===== config.mk =====
export PLATFORM = sky130hd
export DESIGN_NAME = lamp_frequency_fault_monitor
export DESIGN_NICKNAME = d
export VERILOG_FILES = /design/src/lffm_pkg.sv /design/src/lffm_in_stage.sv /design/src/lffm_core.sv /design/src/lffm_out_stage.sv /design/src/lamp_frequency_fault_monitor.sv
export SDC_FILE = /design/constraint.sdc
export NUM_CORES = 1
export LEC_CHECK = 0
export CORE_MARGIN = 4
export CORE_UTILIZATION = 40
export CTS_BUF_LIST = sky130_fd_sc_hd__clkbuf_8 sky130_fd_sc_hd__clkbuf_16
export DETAILED_ROUTE_END_ITERATION = 10
export DONT_BUFFER_PORTS = 1
export PLACE_DENSITY = 0.6
export SYNTH_ARGS = -nofsm -noshare
export SYNTH_HDL_FRONTEND = slang
export SYNTH_SLANG_ARGS = --single-unit
export TNS_END_PERCENT = 10

===== constraint.sdc =====
create_clock -name clk -period 13.4 [get_ports clk]
set_input_delay 1.34 -clock clk [delete_from_list [all_inputs] [get_ports clk]]
set_output_delay 1.34 -clock clk [all_outputs]
set_load 0.02 [all_outputs]

===== src/lffm_pkg.sv =====
`default_nettype none
package lffm_pkg;

    // field widths
    localparam int MEASURE_W = 23;
    localparam int TIME_W    = 16;
    localparam int RUN_W     = 4;
    localparam int CFG_IDX_W = 3;

    // scaling and saturation
    localparam int                 MEASURE_SCALE = 100;
    localparam logic [MEASURE_W-1:0] MEASURE_MAX = '1;
    localparam logic [RUN_W-1:0]   RUN_MAX       = '1;

    // defaults
    localparam int DEFAULT_COUNT_WIDTH = 16;
    localparam logic [MEASURE_W-1:0] RST_WINDOW_LOW    = MEASURE_W'(0);
    localparam logic [MEASURE_W-1:0] RST_WINDOW_HIGH   = MEASURE_W'(6553500);
    localparam logic [TIME_W-1:0]    RST_SAMPLE_PERIOD = TIME_W'(1000);
    localparam logic [TIME_W-1:0]    RST_BLINK_ON      = TIME_W'(3000);
    localparam logic [TIME_W-1:0]    RST_BLINK_CYCLE   = TIME_W'(6000);
    localparam logic [RUN_W-1:0]     RST_CONFIRM_RUNS  = RUN_W'(10);

    typedef enum logic [CFG_IDX_W-1:0] {
        CFG_WINDOW_LOW    = 3'd0,
        CFG_WINDOW_HIGH   = 3'd1,
        CFG_SAMPLE_PERIOD = 3'd2,
        CFG_BLINK_ON      = 3'd3,
        CFG_BLINK_CYCLE   = 3'd4,
        CFG_CONFIRM_RUNS  = 3'd5
    } cfg_index_t;

    typedef struct packed {
        logic [MEASURE_W-1:0] window_low;
        logic [MEASURE_W-1:0] window_high;
        logic [TIME_W-1:0]    sample_period;
        logic [TIME_W-1:0]    blink_on_time;
        logic [TIME_W-1:0]    blink_cycle_time;
        logic [RUN_W-1:0]     confirm_runs;
    } cfg_t;

    typedef struct packed {
        logic req_type;
        logic enable;
    } item_t;

    typedef struct packed {
        logic                 lamp_on;
        logic                 fault;
        logic                 measure_valid;
        logic [MEASURE_W-1:0] measure;
    } result_t;

endpackage
`default_nettype wire


===== src/lffm_in_stage.sv =====
`default_nettype none
module lffm_in_stage
    import lffm_pkg::*;
(
    input  wire logic  clk,
    input  wire logic  rst_n,
    input  wire logic  in_valid,
    output logic       in_ready,
    input  wire item_t in_item,
    input  wire logic  take,
    output logic       item_valid,
    output item_t      item
);

    logic  valid_reg;
    logic  valid_next;
    item_t item_reg;

    assign in_ready   = !valid_reg || take;
    assign valid_next = (in_valid && in_ready) ? 1'b1 : (take ? 1'b0 : valid_reg);

    always_ff @(posedge clk or negedge rst_n)
    begin
        if (!rst_n)
        begin
            valid_reg <= 1'b0;
        end
        else
        begin
            valid_reg <= valid_next;
        end
    end

    always_ff @(posedge clk)
    begin
        if (in_valid && in_ready)
        begin
            item_reg <= in_item;
        end
    end

    assign item_valid = valid_reg;
    assign item       = item_reg;

endmodule
`default_nettype wire


===== src/lffm_core.sv =====
`default_nettype none
module lffm_core
    import lffm_pkg::*;
#(
    parameter int COUNT_WIDTH = DEFAULT_COUNT_WIDTH
)
(
    input  wire logic  clk,
    input  wire logic  rst_n,
    input  wire logic  step,
    input  wire item_t item,
    input  wire cfg_t  cfg,
    output result_t    result
);

    // product width, never narrower than the measure plus one
    localparam int PROD_W = (COUNT_WIDTH + 7 > MEASURE_W + 1) ? COUNT_WIDTH + 7 : MEASURE_W + 1;

    logic [COUNT_WIDTH-1:0] pulse_count_reg, pulse_count_next;
    logic [TIME_W-1:0]      window_elapsed_reg, window_elapsed_next;
    logic [TIME_W-1:0]      blink_elapsed_reg, blink_elapsed_next;
    logic [RUN_W-1:0]       good_run_reg, good_run_next;
    logic [RUN_W-1:0]       bad_run_reg, bad_run_next;
    logic                   fault_flag_reg, fault_flag_next;
    logic                   lamp_state_reg, lamp_state_next;

    logic [PROD_W-1:0]      product;
    logic [MEASURE_W-1:0]   measure_sat;
    logic                   in_window;
    logic [RUN_W-1:0]       good_inc;
    logic [RUN_W-1:0]       bad_inc;
    logic                   meas_valid;
    logic [MEASURE_W-1:0]   meas_out;

    // scaled count, saturating
    assign product     = PROD_W'(pulse_count_reg) * PROD_W'(MEASURE_SCALE);
    assign measure_sat = (product > PROD_W'(MEASURE_MAX)) ? MEASURE_MAX
                                                          : product[MEASURE_W-1:0];
    assign in_window   = (measure_sat >= cfg.window_low) && (measure_sat <= cfg.window_high);
    assign good_inc    = (good_run_reg != RUN_MAX) ? good_run_reg + RUN_W'(1) : good_run_reg;
    assign bad_inc     = (bad_run_reg != RUN_MAX) ? bad_run_reg + RUN_W'(1) : bad_run_reg;

    always_comb
    begin
        pulse_count_next    = pulse_count_reg;
        window_elapsed_next = window_elapsed_reg;
        blink_elapsed_next  = blink_elapsed_reg;
        good_run_next       = good_run_reg;
        bad_run_next        = bad_run_reg;
        fault_flag_next     = fault_flag_reg;
        lamp_state_next     = lamp_state_reg;
        meas_valid          = 1'b0;
        meas_out            = '0;
        if (step)
        begin
            if (!item.req_type)
            begin
                if (blink_elapsed_reg != '1)
                begin
                    blink_elapsed_next = blink_elapsed_reg + TIME_W'(1);
                end
                if (item.enable)
                begin
                    if (fault_flag_reg)
                    begin
                        if (blink_elapsed_reg < cfg.blink_on_time)
                        begin
                            lamp_state_next = 1'b1;
                        end
                        else if (blink_elapsed_reg < cfg.blink_cycle_time)
                        begin
                            lamp_state_next = 1'b0;
                        end
                        else
                        begin
                            blink_elapsed_next = '0;
                        end
                    end
                    else
                    begin
                        lamp_state_next = 1'b1;
                    end
                    if (window_elapsed_reg != '1)
                    begin
                        window_elapsed_next = window_elapsed_reg + TIME_W'(1);
                    end
                    if (lamp_state_next && (window_elapsed_next >= cfg.sample_period))
                    begin
                        meas_valid = 1'b1;
                        meas_out   = measure_sat;
                        if (in_window)
                        begin
                            bad_run_next = '0;
                            if (good_inc >= cfg.confirm_runs)
                            begin
                                good_run_next   = '0;
                                fault_flag_next = 1'b0;
                            end
                            else
                            begin
                                good_run_next = good_inc;
                            end
                        end
                        else
                        begin
                            good_run_next = '0;
                            if (bad_inc >= cfg.confirm_runs)
                            begin
                                bad_run_next    = '0;
                                fault_flag_next = 1'b1;
                            end
                            else
                            begin
                                bad_run_next = bad_inc;
                            end
                        end
                        pulse_count_next    = '0;
                        window_elapsed_next = '0;
                    end
                end
            end
            else if (item.enable && (pulse_count_reg != '1))
            begin
                pulse_count_next = pulse_count_reg + COUNT_WIDTH'(1);
            end
            if (!item.enable)
            begin
                lamp_state_next     = 1'b0;
                pulse_count_next    = '0;
                window_elapsed_next = '0;
            end
        end
    end

    always_ff @(posedge clk or negedge rst_n)
    begin
        if (!rst_n)
        begin
            pulse_count_reg    <= '0;
            window_elapsed_reg <= '0;
            blink_elapsed_reg  <= '0;
            good_run_reg       <= '0;
            bad_run_reg        <= '0;
            fault_flag_reg     <= 1'b0;
            lamp_state_reg     <= 1'b0;
        end
        else
        begin
            pulse_count_reg    <= pulse_count_next;
            window_elapsed_reg <= window_elapsed_next;
            blink_elapsed_reg  <= blink_elapsed_next;
            good_run_reg       <= good_run_next;
            bad_run_reg        <= bad_run_next;
            fault_flag_reg     <= fault_flag_next;
            lamp_state_reg     <= lamp_state_next;
        end
    end

    assign result.lamp_on       = lamp_state_next;
    assign result.fault         = fault_flag_next;
    assign result.measure_valid = meas_valid;
    assign result.measure       = meas_out;

    a_fault_only_on_step: assert property (@(posedge clk) disable iff (!rst_n)
        !step |=> $stable(fault_flag_reg))
        else $error("fault flag moved without an item");

    a_runs_exclusive: assert property (@(posedge clk) disable iff (!rst_n)
        !((good_run_reg != '0) && (bad_run_reg != '0)))
        else $error("good and bad runs both non-zero");

    a_disabled_clears: assert property (@(posedge clk) disable iff (!rst_n)
        (step && !item.enable) |=>
            (!lamp_state_reg && (pulse_count_reg == '0) && (window_elapsed_reg == '0)))
        else $error("disabled item did not clear lamp and counters");

endmodule
`default_nettype wire


===== src/lffm_out_stage.sv =====
`default_nettype none
module lffm_out_stage
    import lffm_pkg::*;
(
    input  wire logic    clk,
    input  wire logic    rst_n,
    input  wire logic    load,
    input  wire result_t result,
    output logic         out_free,
    output logic         m_axis_tvalid,
    input  wire logic    m_axis_tready,
    output logic [31:0]  m_axis_tdata,   // lamp_on, fault, measure[22:0], zero pad
    output logic         m_axis_tuser    // measure_valid
);

    logic    valid_reg;
    logic    valid_next;
    result_t result_reg;

    assign out_free   = !valid_reg || m_axis_tready;
    assign valid_next = load ? 1'b1 : (m_axis_tready ? 1'b0 : valid_reg);

    always_ff @(posedge clk or negedge rst_n)
    begin
        if (!rst_n)
        begin
            valid_reg <= 1'b0;
        end
        else
        begin
            valid_reg <= valid_next;
        end
    end

    always_ff @(posedge clk)
    begin
        if (load)
        begin
            result_reg <= result;
        end
    end

    assign m_axis_tvalid = valid_reg;
    assign m_axis_tdata  = {7'd0, result_reg.measure, result_reg.fault, result_reg.lamp_on};
    assign m_axis_tuser  = result_reg.measure_valid;

endmodule
`default_nettype wire


===== src/lamp_frequency_fault_monitor.sv =====
// lamp feedback frequency fault monitor and lamp driver
// an item passes the input register, then the result register, from which its result is offered
// throughput: one item per cycle, sustained while the result side takes one per cycle
// reset (rst_n low, asynchronous): counters, fault and lamp cleared, registers to defaults
`default_nettype none
module lamp_frequency_fault_monitor
    import lffm_pkg::*;
#(
    parameter int COUNT_WIDTH = DEFAULT_COUNT_WIDTH   // pulse counter width, 8 to 32
)
(
    input  wire logic                 clk,
    input  wire logic                 rst_n,
    // item stream
    input  wire logic                 s_axis_tvalid,
    output logic                      s_axis_tready,
    input  wire logic [7:0]           s_axis_tdata,   // enable, zero pad
    input  wire logic                 s_axis_tuser,   // req_type: 0 tick, 1 feedback pulse
    // result stream
    output logic                      m_axis_tvalid,
    input  wire logic                 m_axis_tready,
    output logic [31:0]               m_axis_tdata,   // lamp_on, fault, measure[22:0], zero pad
    output logic                      m_axis_tuser,   // measure_valid
    // register writes
    input  wire logic                 cfg_valid,
    output logic                      cfg_ready,
    input  wire logic [CFG_IDX_W-1:0] cfg_index,
    input  wire logic [MEASURE_W-1:0] cfg_data
);

    cfg_t    cfg_reg;
    cfg_t    cfg_next;
    item_t   in_item;
    item_t   item;
    logic    item_valid;
    logic    out_free;
    logic    advance;
    result_t result;

    // register writes always taken; user must write only while block is quiet, not enforced
    assign cfg_ready = 1'b1;

    always_comb
    begin
        cfg_next = cfg_reg;
        if (cfg_valid)
        begin
            case (cfg_index)
                CFG_WINDOW_LOW:    cfg_next.window_low       = cfg_data;
                CFG_WINDOW_HIGH:   cfg_next.window_high      = cfg_data;
                CFG_SAMPLE_PERIOD: cfg_next.sample_period    = cfg_data[TIME_W-1:0];
                CFG_BLINK_ON:      cfg_next.blink_on_time    = cfg_data[TIME_W-1:0];
                CFG_BLINK_CYCLE:   cfg_next.blink_cycle_time = cfg_data[TIME_W-1:0];
                CFG_CONFIRM_RUNS:  cfg_next.confirm_runs     = cfg_data[RUN_W-1:0];
                default:           cfg_next = cfg_reg;   // unmapped index, write ignored
            endcase
        end
    end

    always_ff @(posedge clk or negedge rst_n)
    begin
        if (!rst_n)
        begin
            cfg_reg.window_low       <= RST_WINDOW_LOW;
            cfg_reg.window_high      <= RST_WINDOW_HIGH;
            cfg_reg.sample_period    <= RST_SAMPLE_PERIOD;
            cfg_reg.blink_on_time    <= RST_BLINK_ON;
            cfg_reg.blink_cycle_time <= RST_BLINK_CYCLE;
            cfg_reg.confirm_runs     <= RST_CONFIRM_RUNS;
        end
        else
        begin
            cfg_reg <= cfg_next;
        end
    end

    assign in_item.req_type = s_axis_tuser;
    assign in_item.enable   = s_axis_tdata[0];

    // an item moves through the core when its result register can take the result
    assign advance = item_valid && out_free;

    lffm_in_stage u_in_stage (
        .clk        (clk),
        .rst_n      (rst_n),
        .in_valid   (s_axis_tvalid),
        .in_ready   (s_axis_tready),
        .in_item    (in_item),
        .take       (advance),
        .item_valid (item_valid),
        .item       (item)
    );

    // monitor state lives here; updated once per item that advances
    lffm_core #(
        .COUNT_WIDTH (COUNT_WIDTH)
    ) u_core (
        .clk    (clk),
        .rst_n  (rst_n),
        .step   (advance),
        .item   (item),
        .cfg    (cfg_reg),
        .result (result)
    );

    lffm_out_stage u_out_stage (
        .clk           (clk),
        .rst_n         (rst_n),
        .load          (advance),
        .result        (result),
        .out_free      (out_free),
        .m_axis_tvalid (m_axis_tvalid),
        .m_axis_tready (m_axis_tready),
        .m_axis_tdata  (m_axis_tdata),
        .m_axis_tuser  (m_axis_tuser)
    );

    // no measurement means a zero measure field
    a_measure_zero: assert property (@(posedge clk) disable iff (!rst_n)
        (m_axis_tvalid && !m_axis_tuser) |-> (m_axis_tdata[24:2] == '0))
        else $error("measure non-zero without a measurement");

    // a measurement is only ever reported with the lamp on
    a_measure_lamp: assert property (@(posedge clk) disable iff (!rst_n)
        (m_axis_tvalid && m_axis_tuser) |-> m_axis_tdata[0])
        else $error("measurement reported with lamp off");

    // an item held in the input register with a free result side must move
    a_no_stall: assert property (@(posedge clk) disable iff (!rst_n)
        (item_valid && !m_axis_tvalid) |=> m_axis_tvalid)
        else $error("item not advanced into free result register");

endmodule
`default_nettype wire


==> results of run 1 <==
-- worst paths after layout --
path | end | slack [ps] | from | cells after the start
hold / removal | cfg_reg[4]$_DFFE_PN0P_ | 510 | cfg_reg[4]$_DFFE_PN0P_ | 1
max in group asynchronous | cfg_reg[65]$_DFFE_PN1P_ | 12520 | rst_n | 0
hold reg to reg | cfg_reg[4]$_DFFE_PN0P_ | 510 | cfg_reg[4]$_DFFE_PN0P_ | 1
setup / recovery | u_core.bad_run_reg[3]$_DFFE_PN0P_ | 7180 | u_core.pulse_count_reg[2]$_DFFE_PN0P_ | 19
min in group asynchronous | cfg_reg[2]$_DFFE_PN0P_ | 590 | rst_n | 0
setup reg to reg | u_core.bad_run_reg[3]$_DFFE_PN0P_ | 7180 | u_core.pulse_count_reg[2]$_DFFE_PN0P_ | 19
-- layout by cell type (no fill, tap or decap), types with 11 or more instances in the layout --
cell       Yosys  routed
ha_1         153     153
inv_1        141     141
nand2_1      134     134
dfrtp_1      120     120
o21ai_0      103     103
nor2_1        54      54
a21oi_1       51      51
dfstp_2       38      38
mux2_2        29      29
edfxtp_1      26      26
nand3_1       25      25
xnor2_1       23      23
and2_1        23      23
nand4_1       22      22
and3_1        22      22
a31oi_1       18      18
o21a_1        17      17
clkbuf_16      0      17
nand2b_1      14      14
nor3_1        14      13
xor2_1        13      13
a21o_1        13      13
fa_1          11      11
-- power by group through the flow --
stage,Sequential [mW],Clock [mW],Combinational (mW)
2_1_floorplan,0.719,0,0.360
6_report,0.733,0.498,0.460
3_5_place_dp,0.743,0,0.457
5_1_grt,0.743,0.536,0.539
3_3_place_gp,0.741,0,0.449
4_1_cts,0.732,0.511,0.465
-- layout make-up --
| type | instances | share of cell area, % |
|---|---|---|
| Clock inverter | 15 | 1.168 |
| Clock buffer | 17 | 3.310 |
| Tap cell | 384 | 3.739 |
| Timing Repair Buffer | 7 | 0.4089 |
| Sequential cell | 184 | 37.21 |
| Inverter | 143 | 4.216 |
| Multi-Input combinational cell | 871 | 49.95 |
-- routing by layer --
layer / wire length [um] / share of wire (%) / vias to the layer above / GRT usage (%)
met5: 0 / 0 / - / 0
met4: 496 / 1.9 / 0 / 4.386
met3: 942 / 3.6 / 31 / 3.230
met2: 12080 / 46 / 108 / 27.07
met1: 12470 / 48 / 4058 / 22.43
li1: - / - / 4289 / -
-- metrics by stage --
step / setup WS, ps / util, % / hold WS (ps)
2_1_floorplan: 8500 / - / 472.1
3_3_place_gp: 7266 / 42.31 / 483.2
3_5_place_dp: 7224 / 42.31 / 492.9
4_1_cts: 7153 / 44.29 / 510.1
5_1_grt: 6694 / 44.29 / 528.5
6_report: 7176 / 44.29 / 506.1
-- critical path, stage by stage, from the launching register on --
cell	delay, ps
dfrtp_1	500
ha_1	350
ha_1	330
fa_1	460
ha_1	350
nor2b_1	160
o31a_1	290
o211ai_2	200
a211oi_1	130
o41ai_1	510
a21boi_0	590
ha_1	240
nand4_1	80
nor2_1	220
nor4bb_1	370
a2111oi_0	130
o22ai_1	480
inv_1	170
or3b_1	390
o21ai_0	150
-- cell families (layout without fill, tap and decap cells) --
family	after synthesis	in the layout
xor gates and xnor gates	36	36
DFF	184	184
other	2	10
adders and majority gates	164	164
muxes	31	31
buffers and inverters	182	182
AOI/OAI and AO/OA	278	278
and+or+nand+nor	352	352
==> reports/results.ini, run 1 <==
[floorplan]
rows = 62
die_w_um = 180.3
io_pins = 76
die-area_sq_um = 32520
die_h_um = 180.3
fp.coreArea_sq_um = 29010
start_util_pct = 40.95

[timing]
report.final.hold_viol_count = 0
period_share_pct = 46.45
fmax_mhz = 160.7
setup_viol = 0
skew_ps = 14.83
rsz0062_at_grt = false
final.setup.tns_ps = 0
slew_headroom_pct = 37.06
layout_min_cycle_time_ps = 6224
drv_slew = 0
worst_pin_slew_ps = 939.1

[logic_synthesis]
synth_area_leaders = dfrtp_1 (25%), ha_1 (16%), dfstp_2 (8.4%)
synth.top_cell.area_share_pct = 25.27
synth_warnings = 0
synth.largest_area_cell = dfrtp_1
synthArstFlopShare_pct = 85.87
avgSynthCellArea_sq_um = 9.668
synth_top_family_by_area = adder cells
ys_ff_latch = 184
synth_area_sq_um = 11880
synthTopCellsByCount = ha_1 (153), inv_1 (141), nand2_1 (134)
synth-simple-area-share_pct = 14.83
synthMuxAreaShare_pct = 2.917
synthDistinctLibCells = 79
synth_xor_area_share_pct = 2.654
synthAdderAreaFrac_pct = 17.97
synth_edf_count = 26
yosysMostFrequentCell = ha_1
synthFlopType = dfrtp_1
ys_seq_area_share_pct = 40.25
syn_inst = 1229
synth_compound_area_share_pct = 14.97

[pwr]
power_density_nw_per_um2 = 131.5
share_seq_of_total_power_pct = 43.3
p_clk_share_pct = 29.4
total_power_mw = 1.691
max-vdd-ir-drop_v = 0.00006324
p_switching_mw = 0.5735
combPwrFrac_pct = 27.2
intPower_mw = 1.117
power_leakage_nw = 6.127
p_sw_share_pct = 33.93

[clock_network]
cts_max_level = 4
cts_resized = 0
cts_tree = done
path_clk_slew_ps = 80
insertion_delay_ps = 440
cts_buffers = 17
clock-sinks = 184
ctsRootBufferMaster = clkbuf_16
post_cts_buffers = 0
cts_hold_buffers = 0
clk_path_buf_depth = 2

[global_route]
grt_start_max_net_pins = 159
grtUsageTotal_pct = 16.48
overflow = 0
grt_pass1_vias = 8521
antenna_found_initial = 0
grt_pass1_wl_mm = 43.90

[route]
drc = 0
vias_per_cell = 5.235
wl_mm = 25.98
drtIter0Drc = 519
wl_per_cell_um = 16.03
dr.pass1.iters = 7
num_vias = 8486
drtAntennaViolNets = 0

[status]
status = complete, no violations

[worst_setup_path]
critPathLaunchType = flop
required_ps = 13760
end_kind = flop
worstSetupPathType = flop to flop
critPathArrivalTime_ps = 6590
critPathMaxFanout = 7

[cells_and_area]
final_cell_count_no_fill = 1621
drive_gt1_share_pct = 10.43
area_delta_synth_final_pct = 8.162
fillers = 2802
multi_input_area_sq_um = 6419
n_antenna_cell = 0
fin_area_sq_um = 12850
regArea_sq_um = 4782
nNetsFinal = 1428
largest_reg_flops = 98

[place]
dp_cells = 1589
hpwl_mm = 19.32
io_buffers = 0
place_congestion = 0.8199
place_area_sq_um = 12280

[run]
maxCapViolations = 0

[worst_hold_path]
hold_class = flop to flop

(Power assumes the default switching activity.)
==> run 2, diff against run 1 <==
- PLACE_DENSITY: 0.6 -> 0.62
- clock period: 13.4 -> 5.7 ns (I/O delays scaled with it)
==> reports/results.ini, run 2 (synthesized netlist as in run 1, its figures left out) <==
[status]
status = complete, no violations  ; unchanged

[pwr]
power_density_nw_per_um2 = 311.5  ; was 131.5 nW/um^2
max-vdd-ir-drop_v = 0.0002046  ; was 0.00006324 V
total_power_mw = 4.048  ; was 1.691 mW
power_leakage_nw = 6.204  ; was 6.127 nW

[floorplan]
die_h_um = 180.3  ; unchanged
die_w_um = 180.3  ; unchanged
start_util_pct = 40.95  ; unchanged
rows = 62  ; unchanged
fp.coreArea_sq_um = 29010  ; unchanged
io_pins = 76  ; unchanged
die-area_sq_um = 32520  ; unchanged

[route]
drtIter0Drc = 497  ; was 519
drc = 0  ; unchanged
wl_mm = 27.39  ; was 25.98 mm
vias_per_cell = 5.258  ; was 5.235
dr.pass1.iters = 5  ; was 7
drtAntennaViolNets = 0  ; unchanged
wl_per_cell_um = 16.79  ; was 16.03 um
num_vias = 8575  ; was 8486

[timing]
layout_min_cycle_time_ps = 5362  ; was 6224 ps
report.final.hold_viol_count = 0  ; unchanged
skew_ps = 13.88  ; was 14.83 ps
setup_viol = 0  ; unchanged
drv_slew = 0  ; unchanged
period_share_pct = 94.07  ; was 46.45%
worst_pin_slew_ps = 895.2  ; was 939.1 ps
final.setup.tns_ps = 0  ; unchanged
slew_headroom_pct = 40.00  ; was 37.06%
fmax_mhz = 186.5  ; was 160.7 MHz

[clock_network]
insertion_delay_ps = 440  ; about the same
clock-sinks = 184  ; unchanged
cts_tree = done  ; unchanged
clk_path_buf_depth = 2  ; unchanged
ctsRootBufferMaster = clkbuf_16  ; unchanged
path_clk_slew_ps = 80  ; about the same
cts_buffers = 17  ; unchanged
cts_max_level = 4  ; unchanged

[worst_setup_path]
end_kind = flop  ; unchanged
worstSetupPathType = flop to flop  ; unchanged
critPathArrivalTime_ps = 5690  ; was 6590 ps
crit_buf_inv = 3  ; was 1
timing.rr.end = u_core.bad_run_reg[0]$_DFFE_PN0P_  ; was u_core.bad_run_reg[3]$_DFFE_PN0P_
slowest_stage = a2111oi_0  ; was a21boi_0
critPathMaxFanout = 5  ; was 7
reg2regPathDepth = 22  ; was 19
required_ps = 6030  ; was 13760 ps
critPathTopFamily = adder cells  ; was compound AO/OA/AOI/OAI gates
crit_path_max_incr_delay_ps = 600  ; was 590 ps
critPathLaunchType = flop  ; unchanged
regToRegStartpoint = u_core.pulse_count_reg[3]$_DFFE_PN0P_  ; was u_core.pulse_count_reg[2]$_DFFE_PN0P_
worst-r2r-setup-slack_ps = 340  ; was 7180 ps
cp_cell_sequence = ha_1 > ha_1 > inv_1 > fa_1 > inv_1 > ha_1 > nand3_1 > o2111ai_1 > nand2_1 > nor2_1 > o31a_1 > o22ai_1 > xnor2_1 > ha_1 > a2111oi_0 > nor3_1 > a2111oi_1 > o22ai_1 > buf_4 > nand2b_1 > o21ai_0 > a21o_1  ; was ha_1 > ha_1 > fa_1 > ha_1 > nor2b_1 > o31a_1 > o211ai_2 > a211oi_1 > o41ai_1 > a21boi_0 > ha_1 > nand4_1 > nor2_1 > nor4bb_1 > a2111oi_0 > o22ai_1 > inv_1 > or3b_1 > o21ai_0
worst_path_most_repeated_cell = ha_1  ; unchanged

[global_route]
overflow = 0  ; unchanged
grtUsageTotal_pct = 17.07  ; was 16.48%
grt_start_max_net_pins = 146  ; was 159
grt_pass1_wl_mm = 44.98  ; was 43.90 mm
grt_pass1_vias = 8585  ; was 8521
antenna_found_initial = 0  ; unchanged

[place]
hpwl_mm = 20.04  ; was 19.32 mm
io_buffers = 0  ; unchanged
dp_cells = 1596  ; was 1589
place_congestion = 0.8545  ; was 0.8199
place_area_sq_um = 12330  ; was 12280 sq um

[cells_and_area]
area_delta_synth_final_pct = 9.373  ; was 8.162%
postLayoutCoreUtil_pct = 44.79  ; was 44.29%
final_common_cell = ha_1  ; unchanged
final_cell_count_no_fill = 1631  ; was 1621
layout_common_cells = ha_1 (153), inv_1 (141), nand2_1 (134), dfrtp_1 (119), o21ai_0 (102)  ; was ha_1 (153), inv_1 (141), nand2_1 (134), dfrtp_1 (120), o21ai_0 (103)
drive_gt1_share_pct = 11.55  ; was 10.43%
fin_area_sq_um = 13000  ; was 12850 sq um
nNetsFinal = 1438  ; was 1428
largest_reg_flops = 98  ; unchanged
n_antenna_cell = 0  ; unchanged

[worst_hold_path]
hold_class = input pin to async pin  ; was flop to flop

[run]
maxCapViolations = 0  ; unchanged

-- run 2: cell count changes in the layout (fill, tap and decap cells not counted), sizes merged --
cell	previous run	this run
inv	151	150
clkinv	7	8
buf	7	16
dlygate4sd3	0	1
-- run 2: worst max-delay path by stage --
stage / endpoint / start / cells past startpoint / slack, ps
2_1_floorplan: u_core.bad_run_reg[0]$_DFFE_PN0P_ / u_core.pulse_count_reg[2]$_DFFE_PN0P_ / 21 / 800
3_3_place_gp: u_core.bad_run_reg[0]$_DFFE_PN0P_ / u_core.pulse_count_reg[3]$_DFFE_PN0P_ / 23 / 320
3_5_place_dp: u_core.bad_run_reg[0]$_DFFE_PN0P_ / u_core.pulse_count_reg[3]$_DFFE_PN0P_ / 23 / 200
4_1_cts: u_core.bad_run_reg[0]$_DFFE_PN0P_ / u_core.pulse_count_reg[3]$_DFFE_PN0P_ / 23 / 110
5_1_grt: u_core.bad_run_reg[3]$_DFFE_PN0P_ / u_core.pulse_count_reg[10]$_DFFE_PN0P_ / 24 / -10
6_report: u_core.bad_run_reg[0]$_DFFE_PN0P_ / u_core.pulse_count_reg[3]$_DFFE_PN0P_ / 22 / 340
-- run 2: area by class of cell --
type	instances	area, sq um
multi-input cells	871	6460
inverters	143	541.8
clock buffers	17	425.4
well taps	384	480.5
clock inverters	15	153.9
repair buffers	17	150.1
fillers	2761	16020
flip-flops and latches	184	4783
-- run 2: stage by stage --
step / worst slack, ps / hold slack (ps)
2_1_floorplan: 799.8 / 274.4
4_1_cts: 109.4 / 167.8
5_1_grt: -13.33 / 188.9
6_report: 337.9 / 121.1
3_5_place_dp: 201.3 / 285.7
3_3_place_gp: 318.1 / 285.6
-- run 2: repair_timing --
item / in CTS / in global routing
buffers inserted: 0 / 1
setup endpoints to repair: 0 / 10
hold buffers: 2 / 0
gates resized for setup: 0 / 11
endpoints found under the hold margin: 145 / 0
-- run 2: per-layer routing --
| layer | vias to the layer above | share of wire, % | GRT usage [%] |
|---|---|---|---|
| li1 | 4308 | - | - |
| met1 | 4114 | 47 | 23.49 |
| met2 | 114 | 46 | 26.70 |
| met3 | 39 | 3.6 | 3.573 |
| met4 | 0 | 3.0 | 6.292 |
| met5 | - | 0 | 0 |
-- run 2: worst reg2reg max path, stage by stage (launching register included) --
cell	delay, ps
dfrtp_2	450
ha_1	310
ha_1	290
inv_1	50
fa_1	500
inv_1	40
ha_1	350
nand3_1	120
o2111ai_1	250
nand2_1	130
nor2_1	160
o31a_1	170
o22ai_1	90
xnor2_1	270
ha_1	350
a2111oi_0	600
nor3_1	100
a2111oi_1	270
o22ai_1	140
buf_4	180
nand2b_1	150
o21ai_0	90
a21o_1	190
-- run 2: where the power goes --
group          internal [mW]  switching (mW)  total [mW]
combinational          0.503           0.675        1.18
sequential              1.57           0.129        1.70
clock                  0.586           0.584        1.17
==> run 3, diff against run 2 <==
- PLACE_DENSITY: 0.62 -> 0.6
- clock period: 5.7 -> 6.4 ns (I/O delays scaled with it)
==> reports/results.ini, run 3 (synthesized netlist as in run 1, its figures left out) <==
[status]
status = complete, no violations  ; unchanged

[floorplan]
die_w_um = 180.3  ; unchanged
fp.coreArea_sq_um = 29010  ; unchanged
die-area_sq_um = 32520  ; unchanged
die_h_um = 180.3  ; unchanged
start_util_pct = 40.95  ; unchanged
rows = 62  ; unchanged
io_pins = 76  ; unchanged

[pwr]
p_sw_share_pct = 33.47  ; was 34.30%
max-vdd-ir-drop_v = 0.0001680  ; was 0.0002046 V
p_switching_mw = 1.190  ; was 1.389 mW
total_power_mw = 3.555  ; was 4.048 mW
power_density_nw_per_um2 = 276.2  ; was 311.5 nW/um^2
p_clk_share_pct = 29.2  ; was 28.9%
power_leakage_nw = 6.128  ; was 6.204 nW
intPower_mw = 2.365  ; was 2.659 mW
share_seq_of_total_power_pct = 43.1  ; was 42.0%
combPwrFrac_pct = 27.7  ; was 29.1%

[cells_and_area]
nNetsFinal = 1429  ; was 1438
area_delta_synth_final_pct = 8.330  ; was 9.373%
final_common_cell = ha_1  ; unchanged
drive_gt1_share_pct = 10.42  ; was 11.55%
largest_reg_flops = 98  ; unchanged
layout_common_cells = ha_1 (153), inv_1 (142), nand2_1 (134), dfrtp_1 (120), o21ai_0 (103)  ; was ha_1 (153), inv_1 (141), nand2_1 (134), dfrtp_1 (119), o21ai_0 (102)
n_antenna_cell = 0  ; unchanged

[worst_setup_path]
critPathArrivalTime_ps = 6380  ; was 5690 ps
worst-r2r-setup-slack_ps = 380  ; was 340 ps
worstSetupPathType = flop to flop  ; unchanged
critPathMaxFanout = 7  ; was 5
required_ps = 6760  ; was 6030 ps
regToRegStartpoint = u_core.pulse_count_reg[2]$_DFFE_PN0P_  ; was u_core.pulse_count_reg[3]$_DFFE_PN0P_
end_kind = flop  ; unchanged
worstSetupStartpoint = u_core.pulse_count_reg[2]$_DFFE_PN0P_  ; was u_core.pulse_count_reg[3]$_DFFE_PN0P_
critPathLaunchType = flop  ; unchanged

[timing]
layout_min_cycle_time_ps = 6020  ; was 5362 ps
skew_ps = 15.05  ; was 13.88 ps
rsz0062_at_grt = false
period_share_pct = 94.06  ; was 94.07%
report.final.hold_viol_count = 0  ; unchanged
slew_headroom_pct = 35.01  ; was 40.00%
drv_slew = 0  ; unchanged
worst_pin_slew_ps = 969.8  ; was 895.2 ps
final.setup.tns_ps = 0  ; unchanged
fmax_mhz = 166.1  ; was 186.5 MHz
setup_viol = 0  ; unchanged

[route]
vias_per_cell = 5.285  ; was 5.258
num_vias = 8573  ; was 8575
drtIter0Drc = 647  ; was 497
dr.pass1.iters = 5  ; unchanged
wl_mm = 26.70  ; was 27.39 mm
drc = 0  ; unchanged
drtAntennaViolNets = 0  ; unchanged
wl_per_cell_um = 16.46  ; was 16.79 um

[clock_network]
clock-sinks = 184  ; unchanged
insertion_delay_ps = 440  ; about the same
path_clk_slew_ps = 80  ; about the same
clk_path_buf_depth = 2  ; unchanged
cts_max_level = 4  ; unchanged
cts_buffers = 17  ; unchanged
ctsRootBufferMaster = clkbuf_16  ; unchanged
cts_tree = done  ; unchanged
post_cts_buffers = 0  ; unchanged

[global_route]
grt_pass1_wl_mm = 44.27  ; was 44.98 mm
overflow = 0  ; unchanged
grt_start_max_net_pins = 121  ; was 146
antenna_found_initial = 0  ; unchanged
grt_pass1_vias = 8422  ; was 8585
grtUsageTotal_pct = 16.67  ; was 17.07%

[place]
hpwl_mm = 19.56  ; was 20.04 mm
io_buffers = 0  ; unchanged
place_congestion = 0.8552  ; was 0.8545

[worst_hold_path]
hold_class = input pin to async pin  ; unchanged

[run]
maxCapViolations = 0  ; unchanged

-- run 3: cell count changes in the layout (fill, tap and decap cells not counted), sizes merged --
cell,previous run,this run
dlygate4sd3,1,0
buf,16,8
inv,150,149
clkinvlp,0,4
clkinv,8,4
bufinv,0,1
-- run 3: power by group through the flow --
stage	clock network [mW]	registers, mW	logic [mW]
floorplan	0	1.51	0.755
global placement	0	1.55	0.941
detailed placement	0	1.55	0.962
CTS	1.06	1.53	0.993
global route	1.11	1.56	1.16
finish	1.04	1.53	0.985
-- run 3: metal layers --
metal / track usage (%) / vias to the layer above / routed length (um)
li1: - / 4294 / -
met1: 22.64 / 4142 / 12920
met2: 27.25 / 106 / 12350
met3: 2.887 / 31 / 782
met4: 5.354 / 0 / 654
met5: 0 / - / 0
-- run 3: cell type report --
class | count | area [sq um]
fillers | 2806 | 16140
flip-flops and latches | 184 | 4782
well taps | 384 | 480.5
clock buffers | 17 | 425.4
multi-input cells | 871 | 6419
inverters | 143 | 541.8
repair buffers | 8 | 80.08
clock inverters | 15 | 142.6
-- run 3: critical path: stages (launching register included) --
cell	delay (ps)
dfrtp_1	490
ha_1	350
ha_1	320
fa_1	470
ha_1	360
nor2b_1	160
o31a_1	280
o211ai_2	210
a211oi_1	130
o41ai_1	490
a21boi_0	560
ha_1	360
a21o_1	180
a21o_1	170
a21oi_1	160
o21ai_0	110
o22ai_1	470
inv_1	160
or3b_1	390
o21ai_0	140
-- run 3: metrics by stage --
stage / util, % / area, sq um / hold slack (ps) / setup WS, ps / std cells
after floorplan: - / 11910 / 344.4 / 1500 / 1237
after global placement: 42.31 / 12280 / 358.3 / 539.5 / 1589
after detailed placement: 42.31 / 12280 / 357.0 / 396.7 / 1589
after CTS: 44.36 / 12870 / 36.30 / 421.3 / 1622
after global routing: 44.36 / 12870 / 34.22 / 70.37 / 1622
final: 44.36 / 12870 / 54.01 / 380.1 / 1622
-- run 3: worst paths after layout --
path	cells past startpoint	to
max	19	u_core.bad_run_reg[3]$_DFFE_PN0P_
min	0	cfg_reg[1]$_DFFE_PN1P_
max reg2reg	19	u_core.bad_run_reg[3]$_DFFE_PN0P_
min reg2reg	1	cfg_reg[4]$_DFFE_PN0P_
max in group asynchronous	1	u_core.pulse_count_reg[15]$_DFFE_PN0P_
min in group clk	0	u_in_stage.item[0]$_DFFE_PP_
-- run 3: timing repair --
item                                   CTS  global route
endpoints found under the hold margin  120             0
gates resized for setup                  0             0
hold buffers                             1             0
